==> src/rtl/two_class_priority_queue_unit_assert.svh <==
// Assertion macros for the two-class priority queue unit.
// Included by the top level; every macro expects clk_i and rst_ni in scope.
`ifndef TWO_CLASS_PRIORITY_QUEUE_UNIT_ASSERT_SVH
`define TWO_CLASS_PRIORITY_QUEUE_UNIT_ASSERT_SVH

// Same-cycle implication, sampled on the rising clock edge, off during reset
`define TCPQ_ASSERT_NOW(lbl, ante, cons, msg) \
  lbl: assert property (@(posedge clk_i) disable iff (!rst_ni) (ante) |-> (cons)) \
    else $error(msg);

// Next-cycle implication, sampled on the rising clock edge, off during reset
`define TCPQ_ASSERT_NEXT(lbl, ante, cons, msg) \
  lbl: assert property (@(posedge clk_i) disable iff (!rst_ni) (ante) |=> (cons)) \
    else $error(msg);

`endif

==> src/rtl/tcpq_pkg.sv <==
// Shared types and constants for the two-class priority queue unit.
// No dependencies; imported by tcpq_ctrl and the top level.
package tcpq_pkg;

  // Fixed field widths of the command and result words
  localparam int unsigned CmdW    = 2;
  localparam int unsigned HandleW = 16;
  localparam int unsigned LevelW  = 5;
  localparam int unsigned StatW   = 2;

  // Default sizing
  localparam int unsigned DefQueueDepth = 16;
  localparam int unsigned DefHandleBits = 16;

  typedef enum logic [CmdW-1:0] {
    CmdEnqLow  = 2'd0,
    CmdEnqHigh = 2'd1,
    CmdDeq     = 2'd2,
    CmdNop     = 2'd3
  } cmd_e;

  typedef enum logic [StatW-1:0] {
    StatOk    = 2'd0,
    StatFull  = 2'd1,
    StatEmpty = 2'd2
  } status_e;

  // Outcome of one command, known at acceptance; handle data follows from memory
  typedef struct packed {
    logic                deq_hit;
    logic                from_high;
    status_e             status;
    logic                all_empty;
    logic [LevelW-1:0]   high_level;
    logic [LevelW-1:0]   low_level;
  } step_info_t;

endpackage

==> src/rtl/tcpq_ring_mem.sv <==
// Handle store of one ring: single write port, single read port, registered read.
// Depends on nothing but its parameters.
module tcpq_ring_mem #(
  parameter int unsigned Depth = 16,
  parameter int unsigned Width = 16
) (
  input  logic                     clk_i,
  input  logic                     we_i,
  input  logic [$clog2(Depth)-1:0] waddr_i,
  input  logic [Width-1:0]         wdata_i,
  input  logic                     re_i,
  input  logic [$clog2(Depth)-1:0] raddr_i,
  output logic [Width-1:0]         rdata_o
);

  logic [Width-1:0] mem_q [Depth];
  logic [Width-1:0] rdata_q;

  // Write port
  always_ff @(posedge clk_i) begin
    if (we_i) begin
      mem_q[waddr_i] <= wdata_i;
    end
  end

  // Read port, data holds until the next read
  always_ff @(posedge clk_i) begin
    if (re_i) begin
      rdata_q <= mem_q[raddr_i];
    end
  end

  assign rdata_o = rdata_q;

endmodule

==> src/rtl/tcpq_ctrl.sv <==
// Ring pointers, fill counts and command decode for both priority classes.
// Depends on tcpq_pkg; drives the ports of the two tcpq_ring_mem instances.
module tcpq_ctrl #(
  parameter int unsigned QUEUE_DEPTH = tcpq_pkg::DefQueueDepth,
  parameter int unsigned HANDLE_BITS = tcpq_pkg::DefHandleBits
) (
  input  logic                           clk_i,
  input  logic                           rst_ni,
  input  logic                           accept_i,
  input  logic [tcpq_pkg::CmdW-1:0]      command_i,
  input  logic [tcpq_pkg::HandleW-1:0]   item_handle_i,
  // high ring memory
  output logic                           hi_we_o,
  output logic                           hi_re_o,
  output logic [$clog2(QUEUE_DEPTH)-1:0] hi_waddr_o,
  output logic [$clog2(QUEUE_DEPTH)-1:0] hi_raddr_o,
  // low ring memory
  output logic                           lo_we_o,
  output logic                           lo_re_o,
  output logic [$clog2(QUEUE_DEPTH)-1:0] lo_waddr_o,
  output logic [$clog2(QUEUE_DEPTH)-1:0] lo_raddr_o,
  output logic [HANDLE_BITS-1:0]         wdata_o,
  output tcpq_pkg::step_info_t           info_o
);

  import tcpq_pkg::*;

  localparam int unsigned PtrW = $clog2(QUEUE_DEPTH);
  localparam int unsigned CntW = $clog2(QUEUE_DEPTH + 1);
  localparam logic [PtrW-1:0] LastPtr = PtrW'(QUEUE_DEPTH - 1);
  localparam logic [CntW-1:0] FullCnt = CntW'(QUEUE_DEPTH);

  logic [PtrW-1:0] hi_head_q, hi_head_d, hi_tail_q, hi_tail_d;
  logic [PtrW-1:0] lo_head_q, lo_head_d, lo_tail_q, lo_tail_d;
  logic [CntW-1:0] hi_cnt_q, hi_cnt_d, lo_cnt_q, lo_cnt_d;

  cmd_e cmd;
  logic hi_full, lo_full, hi_empty, lo_empty;
  logic push_hi, push_lo, pop_hi, pop_lo, deq_miss, drop;

  // Command decode
  assign cmd      = cmd_e'(command_i);
  assign hi_full  = (hi_cnt_q == FullCnt);
  assign lo_full  = (lo_cnt_q == FullCnt);
  assign hi_empty = (hi_cnt_q == '0);
  assign lo_empty = (lo_cnt_q == '0);

  assign push_hi  = accept_i && (cmd == CmdEnqHigh) && !hi_full;
  assign push_lo  = accept_i && (cmd == CmdEnqLow)  && !lo_full;
  assign pop_hi   = accept_i && (cmd == CmdDeq) && !hi_empty;
  assign pop_lo   = accept_i && (cmd == CmdDeq) && hi_empty && !lo_empty;
  assign deq_miss = (cmd == CmdDeq) && hi_empty && lo_empty;
  assign drop     = ((cmd == CmdEnqHigh) && hi_full) || ((cmd == CmdEnqLow) && lo_full);

  // Pointer and count update
  always_comb begin
    hi_head_d = hi_head_q;
    hi_tail_d = hi_tail_q;
    hi_cnt_d  = hi_cnt_q;
    lo_head_d = lo_head_q;
    lo_tail_d = lo_tail_q;
    lo_cnt_d  = lo_cnt_q;
    if (push_hi) begin
      hi_tail_d = (hi_tail_q == LastPtr) ? '0 : hi_tail_q + 1'b1;
      hi_cnt_d  = hi_cnt_q + 1'b1;
    end
    if (pop_hi) begin
      hi_head_d = (hi_head_q == LastPtr) ? '0 : hi_head_q + 1'b1;
      hi_cnt_d  = hi_cnt_q - 1'b1;
    end
    if (push_lo) begin
      lo_tail_d = (lo_tail_q == LastPtr) ? '0 : lo_tail_q + 1'b1;
      lo_cnt_d  = lo_cnt_q + 1'b1;
    end
    if (pop_lo) begin
      lo_head_d = (lo_head_q == LastPtr) ? '0 : lo_head_q + 1'b1;
      lo_cnt_d  = lo_cnt_q - 1'b1;
    end
  end

  always_ff @(posedge clk_i or negedge rst_ni) begin
    if (!rst_ni) begin
      hi_head_q <= '0;
      hi_tail_q <= '0;
      hi_cnt_q  <= '0;
      lo_head_q <= '0;
      lo_tail_q <= '0;
      lo_cnt_q  <= '0;
    end else begin
      hi_head_q <= hi_head_d;
      hi_tail_q <= hi_tail_d;
      hi_cnt_q  <= hi_cnt_d;
      lo_head_q <= lo_head_d;
      lo_tail_q <= lo_tail_d;
      lo_cnt_q  <= lo_cnt_d;
    end
  end

  // Memory requests
  assign hi_we_o    = push_hi;
  assign hi_re_o    = pop_hi;
  assign hi_waddr_o = hi_tail_q;
  assign hi_raddr_o = hi_head_q;
  assign lo_we_o    = push_lo;
  assign lo_re_o    = pop_lo;
  assign lo_waddr_o = lo_tail_q;
  assign lo_raddr_o = lo_head_q;

  // Handle resized to the stored width, zero filled above the input word
  always_comb begin
    for (int i = 0; i < int'(HANDLE_BITS); i++) begin
      wdata_o[i] = (i < int'(HandleW)) ? item_handle_i[i % HandleW] : 1'b0;
    end
  end

  // Step outcome; levels are the counts after the step, cut to the level width
  always_comb begin
    info_o           = '0;
    info_o.deq_hit   = (cmd == CmdDeq) && !(hi_empty && lo_empty);
    info_o.from_high = (cmd == CmdDeq) && !hi_empty;
    info_o.status    = deq_miss ? StatEmpty : (drop ? StatFull : StatOk);
    info_o.all_empty = (hi_cnt_d == '0) && (lo_cnt_d == '0);
    for (int i = 0; i < int'(LevelW); i++) begin
      info_o.high_level[i] = (i < int'(CntW)) ? hi_cnt_d[i % CntW] : 1'b0;
      info_o.low_level[i]  = (i < int'(CntW)) ? lo_cnt_d[i % CntW] : 1'b0;
    end
  end

endmodule

==> src/rtl/two_class_priority_queue_unit.sv <==
// Top level of the two-class strict priority queue: control, two ring memories,
// result stage and output register. Depends on tcpq_pkg, tcpq_ctrl, tcpq_ring_mem.
//
//  channel  dir  handshake                   fields
//  -------  ---  --------------------------  ----------------------------------------------
//  cmd      in   in_valid_i / in_stall_o     command_i, item_handle_i
//  result   out  res_valid_o / res_stall_i   out_handle_o, out_valid_o, out_from_high_o,
//                                            status_o, all_empty_o, high_level_o, low_level_o
//
// One command word per cycle while in_stall_o is low; each gives one result word.
// Every command takes the same path: the registered memory read, then the output register.
// Reset clears pointers and counts at once; the handle stores are not cleared.
// A stalled result holds; input stalls only when both result stages are full and stalled.

`include "two_class_priority_queue_unit_assert.svh"

module two_class_priority_queue_unit #(
  parameter int unsigned QUEUE_DEPTH = tcpq_pkg::DefQueueDepth,
  parameter int unsigned HANDLE_BITS = tcpq_pkg::DefHandleBits
) (
  input  logic                         clk_i,
  input  logic                         rst_ni,
  // command channel
  input  logic                         in_valid_i,
  output logic                         in_stall_o,
  input  logic [tcpq_pkg::CmdW-1:0]    command_i,
  input  logic [tcpq_pkg::HandleW-1:0] item_handle_i,
  // result channel
  output logic                         res_valid_o,
  input  logic                         res_stall_i,
  output logic [tcpq_pkg::HandleW-1:0] out_handle_o,
  output logic                         out_valid_o,
  output logic                         out_from_high_o,
  output logic [tcpq_pkg::StatW-1:0]   status_o,
  output logic                         all_empty_o,
  output logic [tcpq_pkg::LevelW-1:0]  high_level_o,
  output logic [tcpq_pkg::LevelW-1:0]  low_level_o
);

  import tcpq_pkg::*;

  localparam int unsigned PtrW = $clog2(QUEUE_DEPTH);

  logic                   accept;
  logic                   hi_we, hi_re, lo_we, lo_re;
  logic [PtrW-1:0]        hi_waddr, hi_raddr, lo_waddr, lo_raddr;
  logic [HANDLE_BITS-1:0] wdata, hi_rdata, lo_rdata, sel_rdata;
  step_info_t             info;

  logic                   s1_valid_q;
  step_info_t             s1_info_q;
  logic                   s1_move;
  logic [HandleW-1:0]     s1_handle;

  logic                   res_valid_q;
  step_info_t             res_info_q;
  logic [HandleW-1:0]     res_handle_q;

  // Handshake: stage 1 drains whenever the output register is free or taken
  assign s1_move    = s1_valid_q && !(res_valid_q && res_stall_i);
  assign in_stall_o = s1_valid_q && res_valid_q && res_stall_i;
  assign accept     = in_valid_i && !in_stall_o;

  tcpq_ctrl #(
    .QUEUE_DEPTH (QUEUE_DEPTH),
    .HANDLE_BITS (HANDLE_BITS)
  ) u_ctrl (
    .clk_i         (clk_i),
    .rst_ni        (rst_ni),
    .accept_i      (accept),
    .command_i     (command_i),
    .item_handle_i (item_handle_i),
    .hi_we_o       (hi_we),
    .hi_re_o       (hi_re),
    .hi_waddr_o    (hi_waddr),
    .hi_raddr_o    (hi_raddr),
    .lo_we_o       (lo_we),
    .lo_re_o       (lo_re),
    .lo_waddr_o    (lo_waddr),
    .lo_raddr_o    (lo_raddr),
    .wdata_o       (wdata),
    .info_o        (info)
  );

  tcpq_ring_mem #(
    .Depth (QUEUE_DEPTH),
    .Width (HANDLE_BITS)
  ) u_hi_mem (
    .clk_i   (clk_i),
    .we_i    (hi_we),
    .waddr_i (hi_waddr),
    .wdata_i (wdata),
    .re_i    (hi_re),
    .raddr_i (hi_raddr),
    .rdata_o (hi_rdata)
  );

  tcpq_ring_mem #(
    .Depth (QUEUE_DEPTH),
    .Width (HANDLE_BITS)
  ) u_lo_mem (
    .clk_i   (clk_i),
    .we_i    (lo_we),
    .waddr_i (lo_waddr),
    .wdata_i (wdata),
    .re_i    (lo_re),
    .raddr_i (lo_raddr),
    .rdata_o (lo_rdata)
  );

  // Stage 1: outcome waits for the memory read
  always_ff @(posedge clk_i or negedge rst_ni) begin
    if (!rst_ni) begin
      s1_valid_q <= 1'b0;
    end else if (accept) begin
      s1_valid_q <= 1'b1;
    end else if (s1_move) begin
      s1_valid_q <= 1'b0;
    end
  end

  always_ff @(posedge clk_i) begin
    if (accept) begin
      s1_info_q <= info;
    end
  end

  // Pick the ring that was read, resize to the word width, zero on a miss
  assign sel_rdata = s1_info_q.from_high ? hi_rdata : lo_rdata;

  always_comb begin
    for (int i = 0; i < int'(HandleW); i++) begin
      s1_handle[i] = (i < int'(HANDLE_BITS)) && s1_info_q.deq_hit
                     ? sel_rdata[i % HANDLE_BITS] : 1'b0;
    end
  end

  // Output register
  always_ff @(posedge clk_i or negedge rst_ni) begin
    if (!rst_ni) begin
      res_valid_q <= 1'b0;
    end else if (s1_move) begin
      res_valid_q <= 1'b1;
    end else if (!res_stall_i) begin
      res_valid_q <= 1'b0;
    end
  end

  always_ff @(posedge clk_i) begin
    if (s1_move) begin
      res_info_q   <= s1_info_q;
      res_handle_q <= s1_handle;
    end
  end

  assign res_valid_o     = res_valid_q;
  assign out_handle_o    = res_handle_q;
  assign out_valid_o     = res_info_q.deq_hit;
  assign out_from_high_o = res_info_q.from_high;
  assign status_o        = res_info_q.status;
  assign all_empty_o     = res_info_q.all_empty;
  assign high_level_o    = res_info_q.high_level;
  assign low_level_o     = res_info_q.low_level;

  // Checks
  `TCPQ_ASSERT_NOW(a_miss_is_empty,
    res_valid_o && (status_o == StatEmpty),
    all_empty_o && !out_valid_o && (out_handle_o == '0), "dequeue miss with data or levels")
  `TCPQ_ASSERT_NOW(a_hit_is_ok, res_valid_o && out_valid_o, status_o == StatOk,
    "dequeue hit reported with error status")
  `TCPQ_ASSERT_NOW(a_high_needs_hit, res_valid_o && out_from_high_o, out_valid_o,
    "high class flagged without a returned item")
  `TCPQ_ASSERT_NEXT(a_stall_holds_s1, in_stall_o, s1_valid_q,
    "stage 1 lost its word during an input stall")

endmodule
==> config.mk <==
export PLATFORM = sky130hd
export DESIGN_NAME = two_class_priority_queue_unit
export DESIGN_NICKNAME = d
export VERILOG_FILES = /design/src/rtl/tcpq_pkg.sv /design/src/rtl/tcpq_ring_mem.sv /design/src/rtl/tcpq_ctrl.sv /design/src/rtl/two_class_priority_queue_unit.sv
export VERILOG_INCLUDE_DIRS = /design/src /design/src/rtl
export SDC_FILE = /design/constraint.sdc
export NUM_CORES = 1
export LEC_CHECK = 0
export ABC_AREA = 0
export BUFFER_PORTS_ARGS = -buffer_cell sky130_fd_sc_hd__buf_4
export CORE_ASPECT_RATIO = 0.6
export CORE_MARGIN = 2
export CORE_UTILIZATION = 55
export DETAILED_ROUTE_END_ITERATION = 8
export MAX_ROUTING_LAYER = met4
export PLACE_DENSITY = 0.83
export SLEW_MARGIN = 40
export SYNTH_ARGS = -nofsm -noshare
export SYNTH_HDL_FRONTEND = slang
export SYNTH_SLANG_ARGS = --single-unit
==> constraint.sdc <==
create_clock -name clk_i -period 4 [get_ports clk_i]
set_input_delay 0.4 -clock clk_i [delete_from_list [all_inputs] [get_ports clk_i]]
set_output_delay 0.4 -clock clk_i [all_outputs]
set_load 0.05 [all_outputs]
After elaboration in Yosys (flattened, before gate mapping). Memory sizes are Yosys's and may differ from the RTL's. A register that Yosys moved wholly into a read port is not among the register bits. Index checks and enable logic that the tools add are counted.

Add/subtract/negate cells: 8. Eq/ne operators: 9. Muxes and demuxes: 18. Reductions and logical operators: 35.

Operator list (number): $logic_and 1x1->1 (21); $logic_not 5->1 (4); $mux 5 (4); $add 4x1->4 const B (4); $eq 4x4->1 const B (4); $mux 16 (1); $mux 4 (4); $add 5x1->5 const B (2); $eq 5x5->1 const B (2); $sub 5x1->5 const B (2); $mux 1 (9); $logic_not 1->1 (7); $eq 2x1->1 const B (1); $eq 2x2->1 const B (1); $logic_not 2->1 (1); $ne 2x1->1 const B (1); $reduce_bool 2->1 (1); $logic_or 1x1->1 (1).

Register bits after elaboration: 74. Memories kept: 2. Input port bits: 22. Memory bits (writable): 512.

Memories: u_hi_mem.mem_q (words 16, width 16, read ports 1, clocked after memory_dff 1, wr ports 1, line tcpq_ring_mem.sv:16) `logic [Width-1:0] mem_q [Depth];`; u_lo_mem.mem_q (words 16, width 16, read ports 1, clocked after memory_dff 1, wr ports 1, line tcpq_ring_mem.sv:16).

Longest topological paths before layout. Gate-level depths: netlist of the first run.

Depth in word-level cells: 10. Mapped depth: 9.

Hierarchy. A second synthesis of the first run with hierarchy kept.

Cell total of the unflattened synthesis: 1144. Area, all modules: 23990.5 µm².

Modules (own cells, without submodules): tcpq_ring_mem (area an instance 10203.5 µm², times used 2, cells each 432); tcpq_ctrl (area an instance 1820.5 µm², times used 1, cells each 191); two_class_priority_queue_unit (area an instance 1762.9 µm², times used 1, cells each 89).

Least setup slack after synthesis of the first run. Ideal clock, no wire load.

Path type: input to register. From: input port command_i[1] (netlist name). To: memory u_lo_mem.mem_q[15][0], enable pin. Path slack: -0.110 ns. Library setup time: 0.478 ns. Arrival: 3.632 ns. Stages: 3. Data required time: 3.522 ns. Cells stage by stage: buf_2 -> or3b_4 -> a2111oi_0.

Cells in the longest elaborated chain, start to end: 5.

Ends and longest elaborated chain: start, declared (line two_class_priority_queue_unit.sv:26) `input logic [tcpq_pkg::CmdW-1:0] command_i,`; $logic_not 2->1 (line tcpq_ctrl.sv:49) `assign push_lo = accept_i && (cmd == CmdEnqLow) && !lo_full;`; $logic_and 1x1->1 (2 in a row) (line tcpq_ctrl.sv:49); $mux 1 (line tcpq_ring_mem.sv:21) `if (we_i) begin`; $mux 1 (not written as such) (line tcpq_ring_mem.sv:22) `mem_q[waddr_i] <= wdata_i;`; end, declared (line tcpq_ring_mem.sv:16).

No other way between the ends.

==> impl_metrics.toml, run 1 <==
[run]
max_cap_violations = 0

[routing]
wirelength_mm = 52.44
detail-route-antenna-nets = 0
drtIter0Drc = 1719
detail_route.drc_violations = 0
wire_per_inst_um = 27.56
num_vias = 12030
viasPerCell = 6.322
drt-pass1-iter-count = 5

[power_and_ir_drop]
leakagePower_nw = 8.677
sw_frac_of_total_pct = 25.82
power_density_mw_per_mm2 = 562.5
finalPower_mw = 15.25
combPwrFrac_pct = 16.0
ir_drop_uv = 659.7
seqPwrFrac_pct = 51.1
p_int_mw = 11.31
p_clk_share_pct = 32.9
p_switching_mw = 3.939

[cells_and_area]
layout_commonest_cell = "edfxtp_1"
antennaDiodeCount = 0
finalNonFillerCells = 1903
layout-drive-gt1-share_pct = 27.11
area_delta_synth_final_pct = 13.30
fin_nets = 1316
fill_cells = 2849
layout_common_cells = "edfxtp_1 (590), mux4_2 (112), buf_4 (105)"

[grt]
grt_pass1_vias = 11780
antenna_found_initial = 1
grt_pass1_wl_mm = 77.39
grt_max_degree = 69
grt_use_total_pct = 24.42
overflow = 0

[critical_path]
worstReg2RegStart = "u_ctrl.lo_cnt_q[0]$_DFF_PN0_"
crit_fanout = 11
worstPathRequired_ns = 4.40
arrival_ns = 3.59
crit_type = "register to register"
start_kind = "register"
r2r_slack_ns = 0.81
r2r_cells = 8
end_kind = "register"
timing.rr.end = "s1_info_q[10]$_DFFE_PP_"

[clock_network]
cts_tree = "built"
clkLatencyLatePin_ns = 0.61
cts_sinks = 618
root_buffer = "clkbuf_16"
postCtsSetupRepairBufs = 0
post_cts_resized = 0
hold_buffers = 1
numCtsBuffers = 52
cts-htree-levels = 2
clkTransAtPathRegs_ns = 0.07
cts_buffer_depth = 3

[synth]
syn_inst = 1177
yosysWarnings = 0
synth_async_sr_flop_share_pct = 4.531
syn-num-nets = 1213
syn-mean-instance-area_um2 = 20.33
synthesis.area_mm2 = 0.02393
ys_ff_latch = 618
yosysSeqAreaShare_pct = 76.96
synth_edf_count = 590
synth_cell_types = 56
ys.flop_type = "edfxtp_1"

[hold_path]
holdPathEnd = "res_valid_o$_DFFE_PN0P_"
min_path_cells = 2
min_path_type = "input port to register"
min-delay-start = "res_stall_i"

[placed_design]
place_ws_ns = 0.7941
portBuffers = 54
dpl.cell_count = 1803
routabilityCongestion = 0.8479
place_hpwl_mm = 31.21

[die]
die_height_um = 165.6
start_util_pct = 55.51
io_pins = 55
rows = 59
die_x_um = 273.3
die-area_mm2 = 0.04525
fp.coreArea_mm2 = 0.04311

[sta]
tightest_slew_ns = 0.7814
finalHoldViolations = 0
period_needed_ns = 3.189
fin_ws_ns = 0.8109
finalSetupTns_ns = 0
fin_hold_ws_ns = 0.08144
slew_headroom_pct = 47.67
rsz0062_at_grt = "no"
finalSetupViolations = 0
fmax_mhz = 313.6
drv_slew = 0
fin_skew_ns = 0.03476
period_share_pct = 79.73

[status]
status = "completed"
worst max path at each step:
stage,startpoint,end,slack (ns)
global route,u_ctrl.lo_cnt_q[0]$_DFF_PN0_,s1_info_q[10]$_DFFE_PP_,0.71
finish,u_ctrl.lo_cnt_q[0]$_DFF_PN0_,s1_info_q[10]$_DFFE_PP_,0.81
global placement,command_i[1],u_lo_mem.mem_q[14][0]$_DFFE_PP_,0.93
floorplan,res_valid_o$_DFFE_PN0P_,u_hi_mem.mem_q[0][0]$_DFFE_PP_,0.19
detailed placement,command_i[1],s1_info_q[10]$_DFFE_PP_,0.79
CTS,u_ctrl.lo_cnt_q[0]$_DFF_PN0_,s1_info_q[10]$_DFFE_PP_,0.85
synth_stat cells, drive strengths merged, types with 16 or more instances:
cell type / number / area share [%]
a21oi: 23 / 0.48
a221oi: 17 / 0.62
a22oi: 19 / 0.60
buf: 21 / 0.44
clkbuf: 42 / 0.66
dfrtp: 28 / 2.9
edfxtp: 590 / 74
inv: 19 / 0.30
mux2i: 70 / 2.9
mux4: 112 / 11
nand2: 42 / 0.66
nor2b: 19 / 0.50
nor3: 16 / 0.33
o21ai: 40 / 0.84
worst max-delay path: stages (launching register included):
cell	delay [ns]
dfrtp_1	0.43
inv_1	0.07
ha_1	0.22
nor3b_2	0.19
a211oi_2	0.69
o32ai_1	0.26
a221o_1	0.39
or4b_1	0.51
nor4b_2	0.25
state kept, by name (all words and copies together) (netlist names):
signal             flops
u_hi_mem.mem_q       256
u_lo_mem.mem_q       256
out_handle_o          16
u_hi_mem.rdata_o      16
u_lo_mem.rdata_o      16
s1_info_q             15
high_level_o           5
low_level_o            5
u_ctrl.hi_cnt_q        5
u_ctrl.lo_cnt_q        5
u_ctrl.hi_raddr_o      4
u_ctrl.hi_waddr_o      4
u_ctrl.lo_raddr_o      4
u_ctrl.lo_waddr_o      4
status_o               2
all_empty_o            1
out_from_high_o        1
out_valid_o            1
res_valid_o            1
s1_valid_q             1
power by group through the flow:
stage | registers [mW] | logic, mW | clock network, mW
detailed placement | 7.94 | 2.42 | 0
finish | 7.79 | 2.44 | 5.01
global placement | 7.91 | 2.36 | 0
floorplan | 7.76 | 1.77 | 0
global route | 7.83 | 2.59 | 5.34
CTS | 7.80 | 2.44 | 5.08
layer usage:
layer | part of all wire, % | up-vias | global-route usage, % | wire length (um)
li1 | - | 5027 | - | -
met1 | 43 | 6141 | 36.40 | 22420
met2 | 44 | 771 | 34.84 | 23270
met3 | 11 | 92 | 5.364 | 5780
met4 | 1.9 | 0 | 5.812 | 978
met5 | 0 | - | - | 0
per-stage QoR:
stage | area [um2] | utilization [%]
6_report | 27110 | 62.89
5_1_grt | 27110 | 62.89
4_1_cts | 27100 | 62.87
3_5_place_dp | 25410 | 58.94
3_3_place_gp | 25390 | 58.90
2_1_floorplan | 23930 | -
cell families (layout without fill, tap and decap cells):
logic type | after synthesis | count (layout) | synth area share [%]
adders and majority gates | 14 | 14 | 0.7320
and+or+nand+nor | 141 | 141 | 3.262
xor gates and xnor gates | 9 | 9 | 0.3294
buffers and inverters | 82 | 229 | 1.401
muxes | 197 | 197 | 14.17
DFF | 618 | 618 | 76.96
AOI/OAI and AO/OA | 116 | 116 | 3.142
cell type report:
class | instances | area, um2 | share of cell area, %
inverter | 19 | 71.32 | 0.2630
timing repair buffer | 112 | 900.9 | 3.322
clock inverter | 36 | 324.1 | 1.195
tap | 579 | 724.4 | 2.672
sequential | 618 | 18430 | 67.97
clock buffer | 62 | 1360 | 5.016
multi-input combinational | 477 | 5304 | 19.56
No activity file was read; power rests on OpenSTA's default activity.
==> run 2: changes to the inputs <==
clock period = 2.7 ns   (was 4 ns; I/O delays follow)
==> run 2 against run 1 <==
  * Die area unchanged
  * Via count up 0.12%
  * Final cell count up 1.3%
  * Core utilization up 1.4 points
  * First-iteration DRC count down 10%
  * Combinational power up 59%
  * Clock power up 59%
  * Sequential share of layout area down 1.5 points
  * Cell area up 2.2%
  * Register-to-register slack worse by 0.67 ns
  * Critical path type unchanged
  * Critical endpoint unchanged
  * Highest routed layer unchanged
==> impl_metrics.toml, run 2 (synthesis results as in run 1) <==
[routing]
viasPerCell = 6.247
drt-pass1-iter-count = 5
wire_per_inst_um = 26.72
detail_route.drc_violations = 0
detail-route-antenna-nets = 0
wirelength_mm = 51.52
drtIter0Drc = 1540
num_vias = 12050

[critical_path]
crit_chain = "inv_1 > ha_2 > nor4b_4 > nor3b_4 > or3_1 > a221oi_2 > or4b_4 > nor4b_2"
start_kind = "register"
crit_type = "register to register"
arrival_ns = 2.98
slowest_delay_ns = 0.48
worstPathRequired_ns = 3.12
r2r_cells = 8
worstPathBufferInverterCount = 1
crit_fanout = 4
path_depth = 8
crit_family = "simple AND/OR/NAND/NOR gates"
cp_slowest_cell = "or4b_4"
end_kind = "register"

[cells_and_area]
layout_commonest_cell = "edfxtp_1"
layout_common_cells = "edfxtp_1 (590), buf_4 (116), mux4_2 (112)"
area_delta_synth_final_pct = 15.82
fin_nets = 1342
final_area_mm2 = 0.02772
antennaDiodeCount = 0
layout-drive-gt1-share_pct = 28.32
reg_top3 = "u_hi_mem.mem_q x256, u_lo_mem.mem_q x256"
finalNonFillerCells = 1928

[sta]
rsz0062_at_grt = "no"
finalSetupTns_ns = 0
fin_hold_ws_ns = 0.04404
finalHoldViolations = 0
drv_slew = 0
slew_headroom_pct = 42.95
period_needed_ns = 2.560
tightest_slew_ns = 0.8557
fin_skew_ns = 0.01826
finalSetupViolations = 0
period_share_pct = 94.80
fmax_mhz = 390.7

[grt]
overflow = 0
grt_use_total_pct = 24.25
antenna_found_initial = 0
grt_max_degree = 36
grt_pass1_vias = 12010
grt_pass1_wl_mm = 77.38

[clock_network]
root_buffer = "clkbuf_16"
numCtsBuffers = 51
clkTransAtPathRegs_ns = 0.07
cts_tree = "built"
cts_sinks = 618
cts-htree-levels = 2
clkLatencyLatePin_ns = 0.61
cts_buffer_depth = 3

[die]
die_x_um = 273.3
start_util_pct = 55.51
die-area_mm2 = 0.04525
die_height_um = 165.6
rows = 59
fp.coreArea_mm2 = 0.04311
io_pins = 55

[placed_design]
dpl.cell_count = 1828
place_area_mm2 = 0.02584
portBuffers = 54
place_hpwl_mm = 31.44
routabilityCongestion = 0.8991

[run]
max_cap_violations = 0

[power_and_ir_drop]
power_density_mw_per_mm2 = 843.4
ir_drop_uv = 640.2
leakagePower_nw = 8.923

[hold_path]
min_path_type = "input port to register"
min_path_cells = 2

[status]
status = "completed"
run 2: worst register-to-register path: stages (launching register included):
cell      delay [ns]
dfrtp_1         0.40
inv_1           0.09
ha_2            0.20
nor4b_4         0.29
nor3b_4         0.09
or3_1           0.38
a221oi_2        0.24
or4b_4          0.48
nor4b_2         0.21
run 2: report_power, final:
group	internal, mW	total, mW	leakage (nW)	switching [mW]
registers	11.0	11.5	5.68	0.540
clock network	4.58	7.97	0.881	3.39
logic	1.93	3.88	2.36	1.95
run 2: timing repair:
| action | CTS | global route |
|---|---|---|
| endpoints found under the hold margin | 30 | 0 |
| hold buffers | 3 | 0 |
| endpoints found under the setup margin | 0 | 176 |
| resized for setup | 0 | 5 |
| setup buffers | 0 | 1 |
run 2: final cells by class:
type	count	area, um2
Multi-Input combinational cell	477	5376
Timing Repair Buffer	139	1301
Sequential cell	618	18430
Inverter	19	71.32
Tap cell	579	724.4
Clock inverter	37	498.0
Clock buffer	59	1316
Fill cell	2734	15390
run 2: worst paths after layout:
check	from	endpoint	slack [ns]
min in group asynchronous	rst_ni	s1_valid_q$_DFFE_PN0P_	0.14
worst min register to register	s1_info_q[1]$_DFFE_PP_	low_level_o[1]$_DFFE_PP_	0.42
max in group asynchronous	rst_ni	u_ctrl.hi_raddr_o[0]$_DFFE_PN0P_	2.24
worst max-delay path	u_ctrl.hi_cnt_q[1]$_DFF_PN0_	s1_info_q[10]$_DFFE_PP_	0.14
worst min-delay path	command_i[1]	s1_info_q[11]$_SDFFCE_PP0P_	0.04
worst max register to register	u_ctrl.hi_cnt_q[1]$_DFF_PN0_	s1_info_q[10]$_DFFE_PP_	0.14
run 2: per-stage QoR:
| step | utilization (%) | power [mW] | setup WS, ns |
|---|---|---|---|
| finish | 64.29 | 23.38 | 0.1405 |
| global route | 64.29 | 24.10 | 0.02328 |
| CTS | 64.23 | 23.48 | 0.07478 |
| detailed placement | 59.95 | 15.55 | 0.1009 |
| global placement | 59.95 | 15.42 | 0.1495 |
| floorplan | - | 14.16 | -0.4828 |
run 2: routing by layer:
metal	global-route usage (%)	up-vias	wire [um]
li1	-	5075	-
met1	35.04	6251	21680
met2	36.35	637	24230
met3	4.540	82	4658
met4	6.160	0	943
met5	-	-	0
